## src/ultrasonic_echo_range_timer_top_macros.svh

```systemverilog
// Assertion macros for the ultrasonic echo range timer.
// Used by the top level; needs clk and rst_n in the including scope.
`ifndef ULTRASONIC_ECHO_RANGE_TIMER_TOP_MACROS_SVH
`define ULTRASONIC_ECHO_RANGE_TIMER_TOP_MACROS_SVH

// Same-cycle implication, checked out of reset.
`define UERT_ASSERT_NOW(lbl, pre, post) \
  lbl: assert property (@(posedge clk) disable iff (!rst_n) (pre) |-> (post)) \
    else $error("uert assertion failed");

// Next-cycle implication, checked out of reset.
`define UERT_ASSERT_NEXT(lbl, pre, post) \
  lbl: assert property (@(posedge clk) disable iff (!rst_n) (pre) |=> (post)) \
    else $error("uert assertion failed");

`endif

```

## src/uert_pkg.sv

```systemverilog
// Shared types and constants of the ultrasonic echo range timer.
// No dependencies.
package uert_pkg;

  localparam int COUNT_WRAP_DEF   = 9000;
  localparam int NUM_CHANNELS_DEF = 2;

  localparam logic [1:0] REQ_TICK = 2'd0;
  localparam logic [1:0] REQ_FIRE = 2'd1;
  localparam logic [1:0] REQ_ECHO = 2'd2;

  localparam logic [1:0] REG_SCALE  = 2'd0;
  localparam logic [1:0] REG_OFFSET = 2'd1;
  localparam logic [1:0] REG_PULSES = 2'd2;

  localparam logic [15:0] SCALE_RST  = 16'd24176;
  localparam logic [19:0] OFFSET_RST = 20'd445645;
  localparam logic [7:0]  PULSES_RST = 8'd20;

  localparam int          DIST_W   = 13;
  localparam logic [12:0] DIST_MAX = 13'd8191;
  localparam int          Q_SHIFT  = 17;  // Q16 fraction plus the halving

  typedef enum logic [1:0] {
    MODE_IDLE     = 2'd0,
    MODE_COUNTING = 2'd1,
    MODE_RECEIVED = 2'd2
  } mode_t;

  typedef struct packed {
    logic [15:0] scale;
    logic [19:0] offset;
    logic [7:0]  pulses;
  } cfg_t;

  typedef struct packed {
    logic              done;
    logic [DIST_W-1:0] distance;
    logic              counting;
  } chan_stat_t;

endpackage

```

## src/uert_cfg.sv

```systemverilog
// APB register file: scale, offset and echo threshold.
// Depends on uert_pkg.
module uert_cfg (
  input  logic              clk,
  input  logic              rst_n,
  input  logic              psel,
  input  logic              penable,
  input  logic              pwrite,
  input  logic [3:0]        paddr,
  input  logic [31:0]       pwdata,
  output logic [31:0]       prdata,
  output logic              pready,
  output uert_pkg::cfg_t    cfg
);

  logic [15:0] scale_r,  scale_nxt;
  logic [19:0] offset_r, offset_nxt;
  logic [7:0]  pulses_r, pulses_nxt;
  logic        wr_en;
  logic [1:0]  idx;

  assign pready = 1'b1;
  assign idx    = paddr[3:2];
  assign wr_en  = psel && penable && pwrite;

  always_comb begin
    scale_nxt  = scale_r;
    offset_nxt = offset_r;
    pulses_nxt = pulses_r;
    if (wr_en) begin
      case (idx)
        uert_pkg::REG_SCALE:  scale_nxt  = pwdata[15:0];
        uert_pkg::REG_OFFSET: offset_nxt = pwdata[19:0];
        uert_pkg::REG_PULSES: pulses_nxt = pwdata[7:0];
        default: ;
      endcase
    end
  end

  always_comb begin
    case (idx)
      uert_pkg::REG_SCALE:  prdata = {16'd0, scale_r};
      uert_pkg::REG_OFFSET: prdata = {12'd0, offset_r};
      uert_pkg::REG_PULSES: prdata = {24'd0, pulses_r};
      default:              prdata = 32'd0;
    endcase
  end

  always_ff @(posedge clk) begin
    if (!rst_n) begin
      scale_r  <= uert_pkg::SCALE_RST;
      offset_r <= uert_pkg::OFFSET_RST;
      pulses_r <= uert_pkg::PULSES_RST;
    end else begin
      scale_r  <= scale_nxt;
      offset_r <= offset_nxt;
      pulses_r <= pulses_nxt;
    end
  end

  assign cfg.scale  = scale_r;
  assign cfg.offset = offset_r;
  assign cfg.pulses = pulses_r;

endmodule

```

## src/uert_chan.sv

```systemverilog
// One sensor channel: mode, flight counter, pulse counter, latched distance.
// Depends on uert_pkg.
module uert_chan #(
  parameter int COUNT_WRAP = uert_pkg::COUNT_WRAP_DEF
) (
  input  logic                clk,
  input  logic                rst_n,
  input  logic                step,
  input  logic [1:0]          req,
  input  logic                sel,
  input  uert_pkg::cfg_t      cfg,
  output uert_pkg::chan_stat_t stat
);

  localparam int COUNT_W = $clog2(COUNT_WRAP);
  localparam int SUM_W   = COUNT_W + 17;
  localparam logic [COUNT_W-1:0] LAST_CNT = COUNT_W'(COUNT_WRAP - 1);

  uert_pkg::mode_t           mode_r,   mode_nxt;
  logic [COUNT_W-1:0]        flight_r, flight_nxt;
  logic [7:0]                pulse_r,  pulse_nxt;
  logic [uert_pkg::DIST_W-1:0] dist_r, dist_nxt;
  logic                      done;

  logic [7:0]                pulse_inc;
  logic [SUM_W-1:0]          sum;
  logic [SUM_W-1:0]          quo;
  logic [uert_pkg::DIST_W-1:0] dist_new;

  // Q16 multiply-add, drop fraction and halve, saturate to 13 bits
  assign sum       = SUM_W'(flight_r) * SUM_W'(cfg.scale) + SUM_W'(cfg.offset);
  assign quo       = sum >> uert_pkg::Q_SHIFT;
  assign dist_new  = (quo > SUM_W'(uert_pkg::DIST_MAX)) ? uert_pkg::DIST_MAX
                                                        : quo[uert_pkg::DIST_W-1:0];
  assign pulse_inc = pulse_r + 8'd1;

  always_comb begin
    mode_nxt   = mode_r;
    flight_nxt = flight_r;
    pulse_nxt  = pulse_r;
    dist_nxt   = dist_r;
    done       = 1'b0;
    if (step) begin
      case (req)
        uert_pkg::REQ_TICK: begin
          if (mode_r == uert_pkg::MODE_COUNTING) begin
            flight_nxt = (flight_r == LAST_CNT) ? '0 : flight_r + 1'b1;
          end else begin
            flight_nxt = '0;
          end
        end
        uert_pkg::REQ_FIRE: begin
          if (sel) mode_nxt = uert_pkg::MODE_COUNTING;
        end
        uert_pkg::REQ_ECHO: begin
          if (sel && mode_r == uert_pkg::MODE_COUNTING) begin
            if (pulse_inc > cfg.pulses) begin
              dist_nxt  = dist_new;
              mode_nxt  = uert_pkg::MODE_RECEIVED;
              pulse_nxt = 8'd0;
              done      = 1'b1;
            end else begin
              pulse_nxt = pulse_inc;
            end
          end
        end
        default: ;
      endcase
    end
  end

  always_ff @(posedge clk) begin
    if (!rst_n) begin
      mode_r   <= uert_pkg::MODE_IDLE;
      flight_r <= '0;
      pulse_r  <= '0;
      dist_r   <= '0;
    end else begin
      mode_r   <= mode_nxt;
      flight_r <= flight_nxt;
      pulse_r  <= pulse_nxt;
      dist_r   <= dist_nxt;
    end
  end

  assign stat.done     = done;
  assign stat.distance = dist_nxt;
  assign stat.counting = (mode_nxt == uert_pkg::MODE_COUNTING);

endmodule

```

## src/ultrasonic_echo_range_timer_top.sv

```systemverilog
// Top level of the two-channel ultrasonic echo range timer.
// Depends on uert_pkg, uert_cfg, uert_chan and the assertion macro header.
//
//   channel | handshake         | payload
//   --------+-------------------+----------------------------------------------
//   in      | in_valid/in_ready | in_req_type, in_channel
//   out     | out_valid/ready   | out_done_res, out_distance, out_counting,
//           |                   | out_result_channel
//   cfg     | APB psel/penable  | paddr, pwdata, prdata (pready tied high)
//
// One item per cycle while out_ready is high; path: input register, then the
// per-channel update and the Q16 multiply-add into the result register.
// The multiply-add of flight count and scale sets the cycle length.
// Synchronous active-low reset returns modes, counters and distances to zero
// and the registers to their defaults; the block is ready right after reset.
// An output stall holds the result register; an empty input register still
// takes one more transfer, and in_ready drops once both registers are full.
`include "ultrasonic_echo_range_timer_top_macros.svh"

module ultrasonic_echo_range_timer_top #(
  parameter int COUNT_WRAP   = uert_pkg::COUNT_WRAP_DEF,
  parameter int NUM_CHANNELS = uert_pkg::NUM_CHANNELS_DEF
) (
  input  logic        clk,
  input  logic        rst_n,
  // input channel
  input  logic        in_valid,
  output logic        in_ready,
  input  logic [1:0]  in_req_type,
  input  logic        in_channel,
  // result channel
  output logic        out_valid,
  input  logic        out_ready,
  output logic        out_done_res,
  output logic [12:0] out_distance,
  output logic        out_counting,
  output logic        out_result_channel,
  // configuration port
  input  logic        psel,
  input  logic        penable,
  input  logic        pwrite,
  input  logic [3:0]  paddr,
  input  logic [31:0] pwdata,
  output logic [31:0] prdata,
  output logic        pready
);

  uert_pkg::cfg_t       cfg;
  uert_pkg::chan_stat_t stat [NUM_CHANNELS];
  uert_pkg::chan_stat_t sel_stat;

  // Input register
  logic       s1_v_r,   s1_v_nxt;
  logic [1:0] s1_req_r;
  logic       s1_ch_r;

  // Result register
  logic        out_valid_r, out_valid_nxt;
  logic        done_r;
  logic [12:0] dist_r;
  logic        counting_r;
  logic        rch_r;

  logic adv;   // result register can take a new value
  logic step;  // input register item is processed this cycle
  logic ch_ok;

  uert_cfg u_cfg (
    .clk     (clk),
    .rst_n   (rst_n),
    .psel    (psel),
    .penable (penable),
    .pwrite  (pwrite),
    .paddr   (paddr),
    .pwdata  (pwdata),
    .prdata  (prdata),
    .pready  (pready),
    .cfg     (cfg)
  );

  assign adv      = !out_valid_r || out_ready;
  assign step     = s1_v_r && adv;
  assign in_ready = !s1_v_r || adv;
  assign ch_ok    = int'(s1_ch_r) < NUM_CHANNELS;

  // Every channel sees every item: ticks advance counting channels and clear
  // the rest, fire and echo act only on the addressed one.
  for (genvar c = 0; c < NUM_CHANNELS; c++) begin : g_chan
    uert_chan #(
      .COUNT_WRAP (COUNT_WRAP)
    ) u_chan (
      .clk   (clk),
      .rst_n (rst_n),
      .step  (step),
      .req   (s1_req_r),
      .sel   (s1_ch_r == 1'(c)),
      .cfg   (cfg),
      .stat  (stat[c])
    );
  end

  // Pick the addressed channel's status; an absent channel reports zeros.
  always_comb begin
    sel_stat = '0;
    for (int c = 0; c < NUM_CHANNELS; c++) begin
      if (ch_ok && s1_ch_r == 1'(c)) sel_stat = stat[c];
    end
  end

  // Hold the input register when the result side is stalled.
  assign s1_v_nxt      = in_ready ? in_valid : s1_v_r;
  assign out_valid_nxt = adv ? s1_v_r : out_valid_r;

  always_ff @(posedge clk) begin
    if (!rst_n) begin
      s1_v_r      <= 1'b0;
      out_valid_r <= 1'b0;
    end else begin
      s1_v_r      <= s1_v_nxt;
      out_valid_r <= out_valid_nxt;
    end
  end

  always_ff @(posedge clk) begin
    if (in_ready && in_valid) begin
      s1_req_r <= in_req_type;
      s1_ch_r  <= in_channel;
    end
    if (step) begin
      done_r     <= sel_stat.done;
      dist_r     <= sel_stat.distance;
      counting_r <= sel_stat.counting;
      rch_r      <= s1_ch_r;
    end
  end

  assign out_valid          = out_valid_r;
  assign out_done_res       = done_r;
  assign out_distance       = dist_r;
  assign out_counting       = counting_r;
  assign out_result_channel = rch_r;

  // A completed measurement leaves the channel in received, never counting.
  `UERT_ASSERT_NOW(a_done_not_counting, out_valid_r && done_r, !counting_r)
  // A full pipeline facing a stalled consumer must refuse new transfers.
  `UERT_ASSERT_NOW(a_stall_blocks_input, s1_v_r && out_valid_r && !out_ready, !in_ready)
  // A tick never completes a measurement.
  `UERT_ASSERT_NEXT(a_tick_no_done, step && s1_req_r == uert_pkg::REQ_TICK, !done_r)
  // Each processed item produces a valid result in the next cycle.
  `UERT_ASSERT_NEXT(a_step_gives_result, step, out_valid_r && rch_r == $past(s1_ch_r))

endmodule

```

## config.mk

```make
export PLATFORM = sky130hd
export DESIGN_NAME = ultrasonic_echo_range_timer_top
export DESIGN_NICKNAME = d
export VERILOG_FILES = /design/src/uert_pkg.sv /design/src/uert_cfg.sv /design/src/uert_chan.sv /design/src/ultrasonic_echo_range_timer_top.sv
export VERILOG_INCLUDE_DIRS = /design/src /design/src/src
export SDC_FILE = /design/constraint.sdc
export NUM_CORES = 1
export LEC_CHECK = 0
export BUFFER_PORTS_ARGS = -buffer_cell sky130_fd_sc_hd__buf_2
export CAP_MARGIN = 0
export CORE_AREA = 2 2 211 213
export CTS_CLUSTER_DIAMETER = 30
export DETAILED_ROUTE_END_ITERATION = 10
export DIE_AREA = 0 0 213 215
export PLACE_DENSITY_LB_ADDON = 0.1
export SLEW_MARGIN = 0
export SYNTH_ARGS = -nofsm -noshare
export SYNTH_HDL_FRONTEND = slang
export SYNTH_SLANG_ARGS = --single-unit
```

## constraint.sdc

```tcl
create_clock -name clk -period 9.6 [get_ports clk]
set_clock_uncertainty 0.05 [all_clocks]
set_input_delay 0.48 -clock clk [delete_from_list [all_inputs] [get_ports clk]]
set_output_delay 0.48 -clock clk [all_outputs]
set_load 0.03 [all_outputs]
```

---- Word level (Yosys, flattened, before mapping) ----
Cells that the tools add are included.
operators by class
  shift-type cells ........................ 0
  equality and inequality tests ........... 10
  mux-type cells .......................... 34
  reduce and logical (&&, ||, !) cells .... 18
  order comparisons ....................... 4
  divide/modulo/power cells ............... 0
  bitwise operators ....................... 1
  multipliers ............................. 2
  $add $sub $neg .......................... 6
operators with widths
  operator               number
  $mux 13                10
  $add 30x20->31         2
  $mul 14x16->30         2
  $pmux 20 s3            1
  $mux 14                4
  $add 14x1->14 const B  2
  $eq 14x14->1 const B   2
  $gt 14x13->1 const B   2
  $add 8x1->8 const B    2
  $gt 8x8->1             2
  $mux 2                 8
  $mux 8                 2
  $mux 15                1
  $eq 2x1->1 const B     6
  $pmux 2 s2             2
  $reduce_and 2->1       4
  $logic_and 1x1->1      6
  $mux 1                 6
  $reduce_and 3->1       2
  $eq 2x2->1 const B     2
  $logic_not 2->1        2
  $logic_not 1->1        2
  $logic_or 1x1->1       2
  $not 1->1              1
word-level totals
  bits in read-only memories .............. 0
  memories kept ........................... 0
  memory bits (writable) .................. 0
  bits in latches ......................... 0
  output and inout bits ................... 51
  register bits after elaboration ......... 139

---- Depth between registers and ports, before layout ----
Gate-level depths: netlist of the first run.
  word-level depth ........................ 9
  mapped depth ............................ 24

---- Modules after synthesis ----
From an unflattened synthesis of the first run, not the netlist that was laid out.
second synthesis, totals
  cell total of the unflattened synthesis .. 2585
  area, all modules ....................... 22917.0 µm²
by module, submodules not included
  module                           cells an instance  area an instance (µm²)  instances
  uert_chan at g_chan[0].u_chan    1182               10079.7                 1
  uert_chan at g_chan[1].u_chan    1103               9759.4                  1
  uert_cfg                         254                2185.8                  1
  ultrasonic_echo_range_timer_top  46                 892.1                   1

---- Least setup slack after synthesis of the first run ----
Ideal clock, no wire load.
  path type ............................... reg-to-reg
  start point ............................. reg g_chan[0].u_chan.flight_r[5]
  end point ............................... reg dist_r[11] (netlist: out_distance[11]), data pin
  cell stages (with the launch flop) ...... 22
  buffers on the path ..................... 2
  arrival ................................. 6.290 ns
  path slack .............................. 3.004 ns
  path through ............................ dfxtp_1 -> clkbuf_1 -> buf_1 -> nand2_1 -> fa_1 -> fa_1 -> inv_1 -> fa_1 -> fa_1 -> fa_1 -> inv_1 -> fa_1 -> inv_1 -> ha_1 -> nand4_1 -> nor2_1 -> a2111oi_2 -> o211ai_1 -> o31ai_2 -> nor3_1 -> or4_4 -> a22o_1
RTL lines
  element                 line                                    source
  from (decl)             uert_chan.sv:20                         logic [COUNT_W-1:0] flight_r, flight_nxt;
  from (signal assigned)  uert_chan.sv:80                         flight_r <= flight_nxt;
  to (signal assigned)    ultrasonic_echo_range_timer_top.sv:131  dist_r <= sel_stat.distance;
  to (decl)               ultrasonic_echo_range_timer_top.sv:60   logic [12:0] dist_r;

==> flow_summary.ini, run 1 <==
[synthesis]
synth_sequential_area_ratio_pct = 13.8
synthFlopType = sky130_fd_sc_hd__dfxtp_1
synth-adder-area-share_pct = 46.6
synth_edf_count = 19
synth_xor_xnor_area_share_pct = 2.24
synth_top_family_by_area = adder cells
synth_seq_cells = 139
synthDistinctLibCells = 67
asyncSetResetFlopFracSynth_pct = 0
postSynthCellCount = 2416
synth-compound-area-share_pct = 7.09
post_synth_mux_area_share_pct = 1.22
mappedNetlistArea_mm2 = 0.0215
synth_top_cell_area_share_pct = 34.5
synth-warning-count = 0
post_synth_and_or_nand_nor_area_fraction_pct = 20.0
syn_area_per_cell_um2 = 8.89
synthDominantAreaCellType = sky130_fd_sc_hd__fa_1
ys_top_cells_by_area = sky130_fd_sc_hd__fa_1 (34%), sky130_fd_sc_hd__ha_1 (12%), sky130_fd_sc_hd__dfxtp_1 (11%), sky130_fd_sc_hd__and2_1 (7.7%), sky130_fd_sc_hd__nand2_1 (6.0%)

[critical_path]
r2r.worst_path.cells = 19
cpLargestDelayFamily = adder cells
worst-path-buf-inv = 2
critical_path.max_fanout = 19
timing.critical_path.to_type = register
crit_path_cells = buf_4, nand2_1, fa_1, fa_1, inv_1, fa_1, fa_1, fa_1, fa_1, ha_1, nand4_1, nor2_1, a21oi_1, a31oi_1, a31oi_1, a21oi_1, mux2_2, a21oi_1, o32ai_1
required_time_of_the_critical_path_ns = 9.69
worst_path_max_delay_cell = sky130_fd_sc_hd__dfxtp_1
most_common_cell_on_crit_path = sky130_fd_sc_hd__fa_1
worst_r2r_startpoint = u_cfg.scale_r[4]
critical-path-max-stage-delay_ns = 1.10
worstSetupPathType = reg -> reg
critical_path.startpoint = u_cfg.scale_r[4]
start_kind = register
cp_data_arrival_time_ns = 7.96
timing.critical_path.depth = 19

[sta]
fmax_ghz = 0.127
layout_setup_ws_ns = 1.73
final.period_utilization_pct = 82.0
timing_worst_slew_pin_value_ns = 1.29
max-slew-margin-rel_pct = 12.8
drv_slew = 0
timing.final.crit_period_ns = 7.87
final.setup.tns_ns = 0
setup-violations-final = 0
final-hold-violation-count = 0
rsz0062_at_grt = no

[min_path]
whs_path_depth = 1
classification_of_the_worst_slack_hold_path = in -> reg
min-delay-start = in_req_type[1]

[power_and_ir_drop]
power_w = 0.00149
pwr_density_cell_mw_per_mm2 = 65.3
reported_leakage_power_nw = 11.5
peakVddDrop_mv = 0.0877

[global_route]
first_pass_grt_wire_length_mm = 89.5
total_congestion_overflow = 0
maximum_number_of_pins_on_one_net_before_global_route_repair = 54
track_usage_pct = 25.2
number_of_antenna_violations_at_the_first_check_in_global_routing = 0
grt_pass1_vias = 16700

[clock_tree]
h-tree-depth = 4
post_cts_resized = 0
post_cts.repair.setup_buffers = 0
numCtsBuffers = 17
cts.sinks = 139
clk_latency_ns = 0.43
clk_path_buf_depth = 2
clock_tree_from_tritoncts = done
clock_tree.root_cell = sky130_fd_sc_hd__clkbuf_16
hold_buffers = 0
clkSlewWorstSetupHoldPaths_ns = 0.07

[detailed_routing]
route.detailed.drc = 0
drt_first_pass_iters = 6
via_per_inst = 5.33
routedWlPerCell_um = 18.2
ant_nets = 0
drt_iter0_markers = 850
routed-via-count = 15900
route.final.wire_length_mm = 54.4

[placed_design]
placement.io_buffers = 69
dpl.hpwl_mm = 41.7
gpl.final_weighted_congestion = 0.883
place_ws_ns = 1.73

[die]
fp.dieArea_mm2 = 0.0458
coreArea_mm2 = 0.0436
floorplan.initialDensity_pct = 49.2
design.portCount = 97
chipWidth_um = 213
floorplan.rows = 77
floorplan.die.height_um = 215

[cells_and_area]
post_route_cells_drive_above_1_share_pct = 6.01
final_net_count = 3007
final_antenna_diode_count = 0
fill_cells = 4119
synth_to_final_area_change_pct = 6.30

[run_status]
run_status = complete, no violations

[run]
timing.max_cap.violations = 0
==> path summary, 6_finish.rpt <==
path	end	slack (ns)
hold / removal	s1_req_r[1]	0.17
setup / recovery	out_distance[3]	1.73
setup reg to reg	out_distance[3]	1.73
hold reg to reg	u_cfg.scale_r[0]	0.44
==> where the power goes <==
| group | internal, W | total (W) | switching (W) |
|---|---|---|---|
| combinational | 0.0000369 | 0.000119 | 0.0000825 |
| sequential | 0.000596 | 0.000613 | 0.0000169 |
| clock | 0.000476 | 0.000758 | 0.000282 |
==> per-layer routing <==
metal / wire, µm / GRT usage, %
met5: 0 / 0
met4: 1550 / 7.51
met3: 2460 / 3.49
met2: 25900 / 41.3
met1: 24500 / 34.6
==> placed cells by master (no fill, tap or decap), types with 9 or more instances in the layout <==
| cell | netlist | layout |
|---|---|---|
| sky130_fd_sc_hd__a21o_1 | 26 | 26 |
| sky130_fd_sc_hd__a21oi_1 | 81 | 81 |
| sky130_fd_sc_hd__and2_1 | 263 | 263 |
| sky130_fd_sc_hd__and3_1 | 13 | 13 |
| sky130_fd_sc_hd__buf_2 | 2 | 70 |
| sky130_fd_sc_hd__buf_4 | 14 | 25 |
| sky130_fd_sc_hd__clkbuf_16 | 0 | 21 |
| sky130_fd_sc_hd__conb_1 | 2 | 13 |
| sky130_fd_sc_hd__dfxtp_1 | 120 | 119 |
| sky130_fd_sc_hd__edfxtp_1 | 19 | 19 |
| sky130_fd_sc_hd__fa_1 | 370 | 370 |
| sky130_fd_sc_hd__ha_1 | 207 | 207 |
| sky130_fd_sc_hd__inv_1 | 339 | 339 |
| sky130_fd_sc_hd__mux2i_1 | 25 | 25 |
| sky130_fd_sc_hd__nand2_1 | 342 | 342 |
| sky130_fd_sc_hd__nand3_1 | 50 | 50 |
| sky130_fd_sc_hd__nand4_1 | 20 | 20 |
| sky130_fd_sc_hd__nor2_1 | 123 | 123 |
| sky130_fd_sc_hd__nor2b_1 | 10 | 9 |
| sky130_fd_sc_hd__nor3_1 | 17 | 17 |
| sky130_fd_sc_hd__o21ai_0 | 58 | 58 |
| sky130_fd_sc_hd__o22ai_1 | 12 | 12 |
| sky130_fd_sc_hd__xnor2_1 | 19 | 19 |
| sky130_fd_sc_hd__xor2_1 | 36 | 36 |
==> stage by stage <==
stage / hold slack (ns) / cell area (µm²) / utilization (%) / instances
floorplan: 0.395 / 21500 / - / 2427
global placement: 0.413 / 22100 / 50.7 / 2956
detailed placement: 0.426 / 22100 / 50.7 / 2956
CTS: 0.149 / 22800 / 52.3 / 2988
global route: 0.146 / 22800 / 52.3 / 2989
finish: 0.165 / 22800 / 52.3 / 2989
==> synthesized netlist by cell type, types with 3 or more instances <==
| master | number |
|---|---|
| sky130_fd_sc_hd__fa_1 | 370 |
| sky130_fd_sc_hd__nand2_1 | 342 |
| sky130_fd_sc_hd__inv_1 | 339 |
| sky130_fd_sc_hd__and2_1 | 263 |
| sky130_fd_sc_hd__ha_1 | 207 |
| sky130_fd_sc_hd__clkbuf_1 | 132 |
| sky130_fd_sc_hd__nor2_1 | 123 |
| sky130_fd_sc_hd__dfxtp_1 | 120 |
| sky130_fd_sc_hd__a21oi_1 | 81 |
| sky130_fd_sc_hd__o21ai_0 | 58 |
| sky130_fd_sc_hd__nand3_1 | 50 |
| sky130_fd_sc_hd__xor2_1 | 36 |
| sky130_fd_sc_hd__a21o_1 | 26 |
| sky130_fd_sc_hd__mux2i_1 | 25 |
| sky130_fd_sc_hd__nand4_1 | 20 |
| sky130_fd_sc_hd__edfxtp_1 | 19 |
| sky130_fd_sc_hd__xnor2_1 | 19 |
| sky130_fd_sc_hd__nor3_1 | 17 |
| sky130_fd_sc_hd__buf_4 | 14 |
| sky130_fd_sc_hd__and3_1 | 13 |
| sky130_fd_sc_hd__o22ai_1 | 12 |
| sky130_fd_sc_hd__nor2b_1 | 10 |
| sky130_fd_sc_hd__buf_1 | 8 |
| sky130_fd_sc_hd__o21bai_1 | 7 |
| sky130_fd_sc_hd__or3_1 | 7 |
| sky130_fd_sc_hd__nand2b_1 | 6 |
| sky130_fd_sc_hd__nand3b_1 | 6 |
| sky130_fd_sc_hd__nor3b_1 | 6 |
| sky130_fd_sc_hd__a2bb2oi_1 | 5 |
| sky130_fd_sc_hd__a31oi_1 | 5 |
| sky130_fd_sc_hd__o32ai_1 | 5 |
| sky130_fd_sc_hd__or2_2 | 5 |
| sky130_fd_sc_hd__a211o_1 | 4 |
| sky130_fd_sc_hd__o211ai_1 | 4 |
| sky130_fd_sc_hd__o21a_1 | 4 |
| sky130_fd_sc_hd__and4_1 | 3 |
| sky130_fd_sc_hd__o2bb2ai_1 | 3 |
==> cell type report <==
class	count	area, µm²	area share, %
clock inverter	9	143	0.625
sequential	139	2970	13.0
timing repair buffer	95	538	2.36
tap	592	741	3.25
clock buffer	23	533	2.34
multi-input combinational	1791	16600	72.8
inverter	340	1280	5.59
==> sequential cells by signal (all words and copies together) (netlist names) <==
signal                  flops
out_result_channel          1
s1_v_r                      1
g_chan.u_chan.pulse_r      16
s1_req_r                    2
out_distance               13
out_done_res                1
g_chan.u_chan.dist_r       26
out_counting                1
g_chan.u_chan.mode_r        4
u_cfg.offset_r             20
u_cfg.pulses_r              8
g_chan.u_chan.flight_r     28
u_cfg.scale_r              16
out_valid                   1
s1_ch_r                     1
==> cell families (layout without fill, tap and decap cells) <==
kind of cell,after synthesis,after routing
xor gates and xnor gates,55,55
adders and majority gates,577,577
other,2,13
buffers and inverters,497,467
DFF,139,139
and+or+nand+nor,880,880
AOI/OAI and AO/OA,240,240
muxes,26,26
Power figures use the tool's default switching activity.
==> run 2: changes to the inputs <==
- ABC_AREA: default -> 1
- CORE_AREA: 2 2 211 213 -> 2 2 221 223
- DIE_AREA: 0 0 213 215 -> 0 0 223 225
- clock period: 9.6 -> 7.9 ns (I/O delays scaled with it)
==> run 2 against run 1 <==
Net effect: final cell count increased by 29%; sequential share of layout area decreased by 1.1 points; flip-flop and latch count unchanged; die area increased by 9.6%; setup slack got worse by 0.60 ns; wire length increased by 21%; sequential power increased by 22%; final area increased by 9.3%; clock power increased by 7.3%; critical endpoint is now out_distance[0]; largest power group unchanged.
==> flow_summary.ini, run 2 <==
[run_status]
run_status = complete, no violations

[placed_design]
placement.io_buffers = 69
numPlacedInstances = 3822
gpl.final_weighted_congestion = 0.926
dpl.hpwl_mm = 54.3

[synthesis]
mappedNetlistArea_mm2 = 0.0236
syn_area_per_cell_um2 = 7.28
synth_xor_xnor_area_share_pct = 0.743
post_synth_and_or_nand_nor_area_fraction_pct = 24.2
synthMostInstantiatedCell = sky130_fd_sc_hd__nand2_1
synth_top_family_by_area = adder cells
synth_sequential_area_ratio_pct = 12.6
synthDominantAreaCellType = sky130_fd_sc_hd__fa_1
synth_seq_cells = 139
asyncSetResetFlopFracSynth_pct = 0
synthDistinctLibCells = 52
synth_top_cell_area_share_pct = 31.4
synth-compound-area-share_pct = 4.83
postSynthCellCount = 3240
synth_common_cells = sky130_fd_sc_hd__nand2_1 (963), sky130_fd_sc_hd__inv_1 (766), sky130_fd_sc_hd__fa_1 (370), sky130_fd_sc_hd__ha_1 (207), sky130_fd_sc_hd__nor2_1 (182)
synthFlopType = sky130_fd_sc_hd__dfxtp_1
ys_top_cells_by_area = sky130_fd_sc_hd__fa_1 (31%), sky130_fd_sc_hd__nand2_1 (15%), sky130_fd_sc_hd__inv_1 (12%), sky130_fd_sc_hd__ha_1 (11%), sky130_fd_sc_hd__dfxtp_1 (10%)
synth_edf_count = 19
synth-warning-count = 0
post_synth_mux_area_share_pct = 0
synth-adder-area-share_pct = 42.4

[detailed_routing]
drt_first_pass_iters = 5
ant_nets = 0
route.final.wire_length_mm = 65.8
routed-via-count = 19700
routedWlPerCell_um = 17.1
drt_iter0_markers = 1401
met2RoutedLength_mm = 31.9
route.layer.met1.wl_mm = 28.5
route.detailed.drc = 0
topRoutingLayerUsed = met4
via_per_inst = 5.11
detailroute.wirelength.met3_mm = 3.73

[global_route]
first_pass_grt_wire_length_mm = 106
track_usage_pct = 27.3
grt_pass1_vias = 19900
maximum_number_of_pins_on_one_net_before_global_route_repair = 52
total_congestion_overflow = 0
number_of_antenna_violations_at_the_first_check_in_global_routing = 1

[cells_and_area]
multi_input_comb_area_mm2 = 0.0171
largest_register_ff_count = 28
register_area_mm2 = 0.00297
final_net_count = 3849
largest-register = g_chan.u_chan.flight_r
final_core_util_pct = 52.5
final_cell_mix = sky130_fd_sc_hd__nand2_1 (963), sky130_fd_sc_hd__inv_1 (766), sky130_fd_sc_hd__fa_1 (370)
layout.cells.most_common = sky130_fd_sc_hd__nand2_1
synth_to_final_area_change_pct = 5.77
reg.largest.list = g_chan.u_chan.flight_r (28), g_chan.u_chan.dist_r (26), u_cfg.offset_r (20)
post_route_cells_drive_above_1_share_pct = 6.36
fill_cells = 4733
final-instance-count-excl-fill = 3856

[die]
fp.dieArea_mm2 = 0.0502
floorplan.die.height_um = 225
design.portCount = 97
floorplan.initialDensity_pct = 49.6
coreArea_mm2 = 0.0475
floorplan.rows = 80
chipWidth_um = 223

[critical_path]
crit_path_cells = buf_4, nand2_1, fa_1, inv_1, fa_1, fa_1, fa_1, fa_1, inv_1, fa_1, inv_1, ha_1, nand2_1, inv_1, nand2_1, nand2_1, a21oi_2, nor2_1, nor2_2, nand2_2, a21oi_4, nand3_1, nand3_1, nand2_1
most_common_cell_on_crit_path = sky130_fd_sc_hd__fa_1
worst_path_max_delay_cell = sky130_fd_sc_hd__dfxtp_1
cp_data_arrival_time_ns = 6.93
timing.critical_path.to_type = register
critical-path-max-stage-delay_ns = 0.92
critical_path.max_fanout = 17
start_kind = register
worstSetupPathType = reg -> reg
required_time_of_the_critical_path_ns = 8.06

[clock_tree]
h-tree-depth = 4
hold_buffers = 0
clk_path_buf_depth = 2
clkSlewWorstSetupHoldPaths_ns = 0.07
clock_tree_from_tritoncts = done
post_cts.repair.setup_buffers = 0
post_cts_resized = 0
cts.sinks = 139
clk_latency_ns = 0.46
clock_tree.root_cell = sky130_fd_sc_hd__clkbuf_16
numCtsBuffers = 17

[sta]
setup-violations-final = 0
timing_worst_slew_pin_value_ns = 1.23
final.period_utilization_pct = 85.7
final-hold-violation-count = 0
fmax_ghz = 0.148
rsz0062_at_grt = no
max-slew-margin-rel_pct = 17.9
timing.final.crit_period_ns = 6.77
final.setup.tns_ns = 0
drv_slew = 0

[power_and_ir_drop]
pwr_density_cell_mw_per_mm2 = 70.3
reported_leakage_power_nw = 14.8
peakVddDrop_mv = 0.173

[min_path]
classification_of_the_worst_slack_hold_path = in -> reg

[run]
timing.max_cap.violations = 0
[run 2: logic make-up (layout without fill, tap and decap cells)]
group | Yosys count | after routing
adders and majority gates | 577 | 577
and+or+nand+nor | 1381 | 1381
xor gates and xnor gates | 20 | 20
AOI/OAI and AO/OA | 197 | 197
other | 2 | 15
buffers and inverters | 924 | 912
DFF | 139 | 139
[run 2: routing by layer]
metal	global-route usage (%)	vias to the layer above
met3	4.39	65
met5	0	-
met4	8.55	0
met2	46.1	507
li1	-	9490
met1	36.1	9629
[run 2: report_power, final]
part	internal, W	switching [W]
Combinational	0.0000537	0.000140
Clock	0.000425	0.000388
Sequential	0.000726	0.0000209
[run 2: layout make-up]
type                            count  area share (%)
Tap cell                          615            3.08
Clock inverter                     15           0.682
Multi-Input combinational cell   2188            68.5
Inverter                          776            11.7
Timing Repair Buffer              104            2.44
Clock buffer                       17            1.71
Sequential cell                   139            11.9
Antenna cell                        2          0.0201
[run 2: worst paths after layout]
check | slack [ns] | cells past startpoint | to | from
max | 1.13 | 24 | out_distance[0] | u_cfg.scale_r[9]
max reg2reg | 1.13 | 24 | out_distance[0] | u_cfg.scale_r[9]
min reg2reg | 0.43 | 2 | g_chan[1].u_chan.dist_r[12] | g_chan[1].u_chan.dist_r[12]
min | 0.05 | 1 | s1_req_r[0] | in_req_type[0]
[run 2: worst max-delay path: cells and delay by family, from the launching register on]
family | cells | cell delay [ns]
adder cells (fa/ha/maj) | 7 | 3.48
AND/OR/NAND/NOR | 10 | 1.09
flip-flops | 1 | 0.92
buffers and inverters | 5 | 0.58
AO/OA/AOI/OAI | 2 | 0.40
[run 2: metrics by stage]
stage | hold slack [ns] | total power [W] | cell area [µm²] | worst slack, ns
2_1_floorplan | 0.401 | 0.000884 | 23600 | 2.13
3_3_place_gp | 0.414 | 0.000953 | 24300 | 1.17
3_5_place_dp | 0.414 | 0.000955 | 24300 | 1.12
4_1_cts | 0.0314 | 0.00176 | 24900 | 1.09
5_1_grt | 0.0340 | 0.00182 | 24900 | 0.762
6_report | 0.0536 | 0.00175 | 25000 | 1.13
==> run 3: changes to the inputs <==
==> constraint.sdc (replaced) <==
create_clock -name clk -period 7.9 [get_ports clk]
set_clock_uncertainty 0.05 [all_clocks]
set_input_delay 0.79 -clock clk [delete_from_list [all_inputs] [get_ports clk]]
set_output_delay 0.79 -clock clk [all_outputs]
set_load 0.03 [all_outputs]
==> run 3 against run 2 <==
Net effect: sequential power barely moved; global-route usage down 0.12 points; register-to-register slack worse by 0.06 ns; largest power group unchanged; die area unchanged; non-clock buffer count is 2 lower; critical path depth shrank 3; core utilization barely moved; worst hold slack improved by 0.37 ns.
==> flow_summary.ini, run 3 (synthesized netlist as in run 2, its figures left out) <==
[power_and_ir_drop]
reported_leakage_power_nw = 14.8
share_comb_of_total_power_pct = 11.0
clkPwrFrac_pct = 46.5
net-switching-power_w = 0.000509
peakVddDrop_mv = 0.164
pwr_density_cell_mw_per_mm2 = 70.5
sw_frac_of_total_pct = 29.0
share_seq_of_total_power_pct = 42.5
cellInternalPower_w = 0.00125

[cells_and_area]
final_net_count = 3847
layout.cells.most_common = sky130_fd_sc_hd__nand2_1
reg.largest.list = g_chan.u_chan.flight_r (28), g_chan.u_chan.dist_r (26), u_cfg.offset_r (20)
fill_cells = 4704
fin_area_mm2 = 0.0250
final_cell_mix = sky130_fd_sc_hd__nand2_1 (963), sky130_fd_sc_hd__inv_1 (766), sky130_fd_sc_hd__fa_1 (370)
post_route_cells_drive_above_1_share_pct = 6.27
synth_to_final_area_change_pct = 5.77
largest_register_ff_count = 28
largest-register = g_chan.u_chan.flight_r
final-instance-count-excl-fill = 3854

[clock_tree]
clock_tree.root_cell = sky130_fd_sc_hd__clkbuf_16
cts.sinks = 139
post_cts_resized = 0
hold_buffers = 0
h-tree-depth = 4
clock_tree_from_tritoncts = done
clk_path_buf_depth = 2
clkSlewWorstSetupHoldPaths_ns = 0.07
post_cts.repair.setup_buffers = 0
clk_latency_ns = 0.45
numCtsBuffers = 17

[sta]
fmax_ghz = 0.146
setup-violations-final = 0
final-hold-violation-count = 0
final.setup.tns_ns = 0
rsz0062_at_grt = no
timing.final.crit_period_ns = 6.83
drv_slew = 0
timing_worst_slew_pin_value_ns = 1.29
final.period_utilization_pct = 86.5
max-slew-margin-rel_pct = 13.7

[detailed_routing]
drt_iter0_markers = 1167
route.layer.met1.wl_mm = 28.3
met2RoutedLength_mm = 31.3
via_per_inst = 5.11
topRoutingLayerUsed = met4
routed-via-count = 19700
drt_first_pass_iters = 5
route.final.wire_length_mm = 65.1
detailroute.wirelength.met3_mm = 3.55
routedWlPerCell_um = 16.9
ant_nets = 0
route.detailed.drc = 0

[critical_path]
timing.critical_path.to_type = register
crit_path_cells = buf_4, nand2_1, fa_1, inv_1, fa_1, fa_1, fa_1, fa_1, inv_1, fa_1, inv_1, ha_1, nand2_1, nor2_1, inv_1, nor3_1, a21oi_1, xor2_1, nand3_1, nand3_1, nand2_1
cp_data_arrival_time_ns = 6.98
most_common_cell_on_crit_path = sky130_fd_sc_hd__fa_1
worst_path_max_delay_cell = sky130_fd_sc_hd__dfxtp_1
critical_path.max_fanout = 17
start_kind = register
critical-path-max-stage-delay_ns = 0.95
required_time_of_the_critical_path_ns = 8.05
worstSetupPathType = reg -> reg

[global_route]
grt_pass1_vias = 20100
number_of_antenna_violations_at_the_first_check_in_global_routing = 3
first_pass_grt_wire_length_mm = 107
maximum_number_of_pins_on_one_net_before_global_route_repair = 52
total_congestion_overflow = 0
track_usage_pct = 27.2

[placed_design]
dpl.hpwl_mm = 54.4
gpl.final_weighted_congestion = 0.909
numPlacedInstances = 3820
placement.io_buffers = 69
dpl-instance-area_mm2 = 0.0244

[run_status]
run_status = complete, no violations

[die]
floorplan.die.height_um = 225
coreArea_mm2 = 0.0475
floorplan.rows = 80
chipWidth_um = 223
fp.dieArea_mm2 = 0.0502
design.portCount = 97
floorplan.initialDensity_pct = 49.6

[run]
timing.max_cap.violations = 0

[min_path]
classification_of_the_worst_slack_hold_path = reg -> reg
==> run 3: cell types whose count changed in the layout (fill, tap and decap cells not counted), sizes merged <==
cell      delta
bufinv       +2
clkinvlp     +2
buf          -2
inv          -5
clkinv       +1
==> run 3: worst max-delay path: cells and delay by family, from the launching register on <==
family	cells	cell delay (ns)
buffers and inverters	5	0.66
AOI/OAI and AO/OA	1	0.12
DFF	1	0.95
and+or+nand+nor	7	1.05
adders and majority gates	7	3.47
xor gates and xnor gates	1	0.26
==> run 3: cell type report <==
type / count / area (µm²) / area share (%)
repair buffers: 102 / 618 / 2.48
flip-flops and latches: 139 / 2970 / 11.9
multi-input cells: 2188 / 17100 / 68.5
clock inverters: 15 / 161 / 0.647
well taps: 615 / 769 / 3.08
inverters: 776 / 2920 / 11.7
diodes: 2 / 5.00 / 0.0201
clock buffers: 17 / 425 / 1.70
==> run 3: power groups by stage <==
stage               Sequential, W  Clock (W)  Combinational (W)
finish                   0.000747   0.000817           0.000194
global route             0.000748   0.000861           0.000213
CTS                      0.000747   0.000830           0.000194
detailed placement       0.000762          0           0.000192
global placement         0.000762          0           0.000191
floorplan                0.000756          0           0.000128
==> run 3: routing by layer <==
| metal | vias to the layer above | GRT usage, % |
|---|---|---|
| li1 | 9488 | - |
| met1 | 9618 | 36.3 |
| met2 | 519 | 46.7 |
| met3 | 84 | 3.18 |
| met4 | 0 | 7.77 |
| met5 | - | 0 |
==> run 3: worst paths after layout <==
path / start / end / slack (ns) / cells after the start
setup / recovery: u_cfg.scale_r[9] / out_distance[3] / 1.07 / 21
hold / removal: g_chan[1].u_chan.dist_r[8] / g_chan[1].u_chan.dist_r[8] / 0.43 / 2
setup reg to reg: u_cfg.scale_r[9] / out_distance[3] / 1.07 / 21
hold reg to reg: g_chan[1].u_chan.dist_r[8] / g_chan[1].u_chan.dist_r[8] / 0.43 / 2
==> run 3: per-stage QoR <==
stage	total power (W)	setup WS [ns]	hold slack, ns	util (%)
6_report	0.00176	1.07	0.426	52.5
5_1_grt	0.00182	0.781	0.442	52.5
4_1_cts	0.00177	1.13	0.426	52.5
3_5_place_dp	0.000954	1.16	0.416	51.2
3_3_place_gp	0.000953	1.19	0.412	51.2
2_1_floorplan	0.000884	2.13	0.401	-
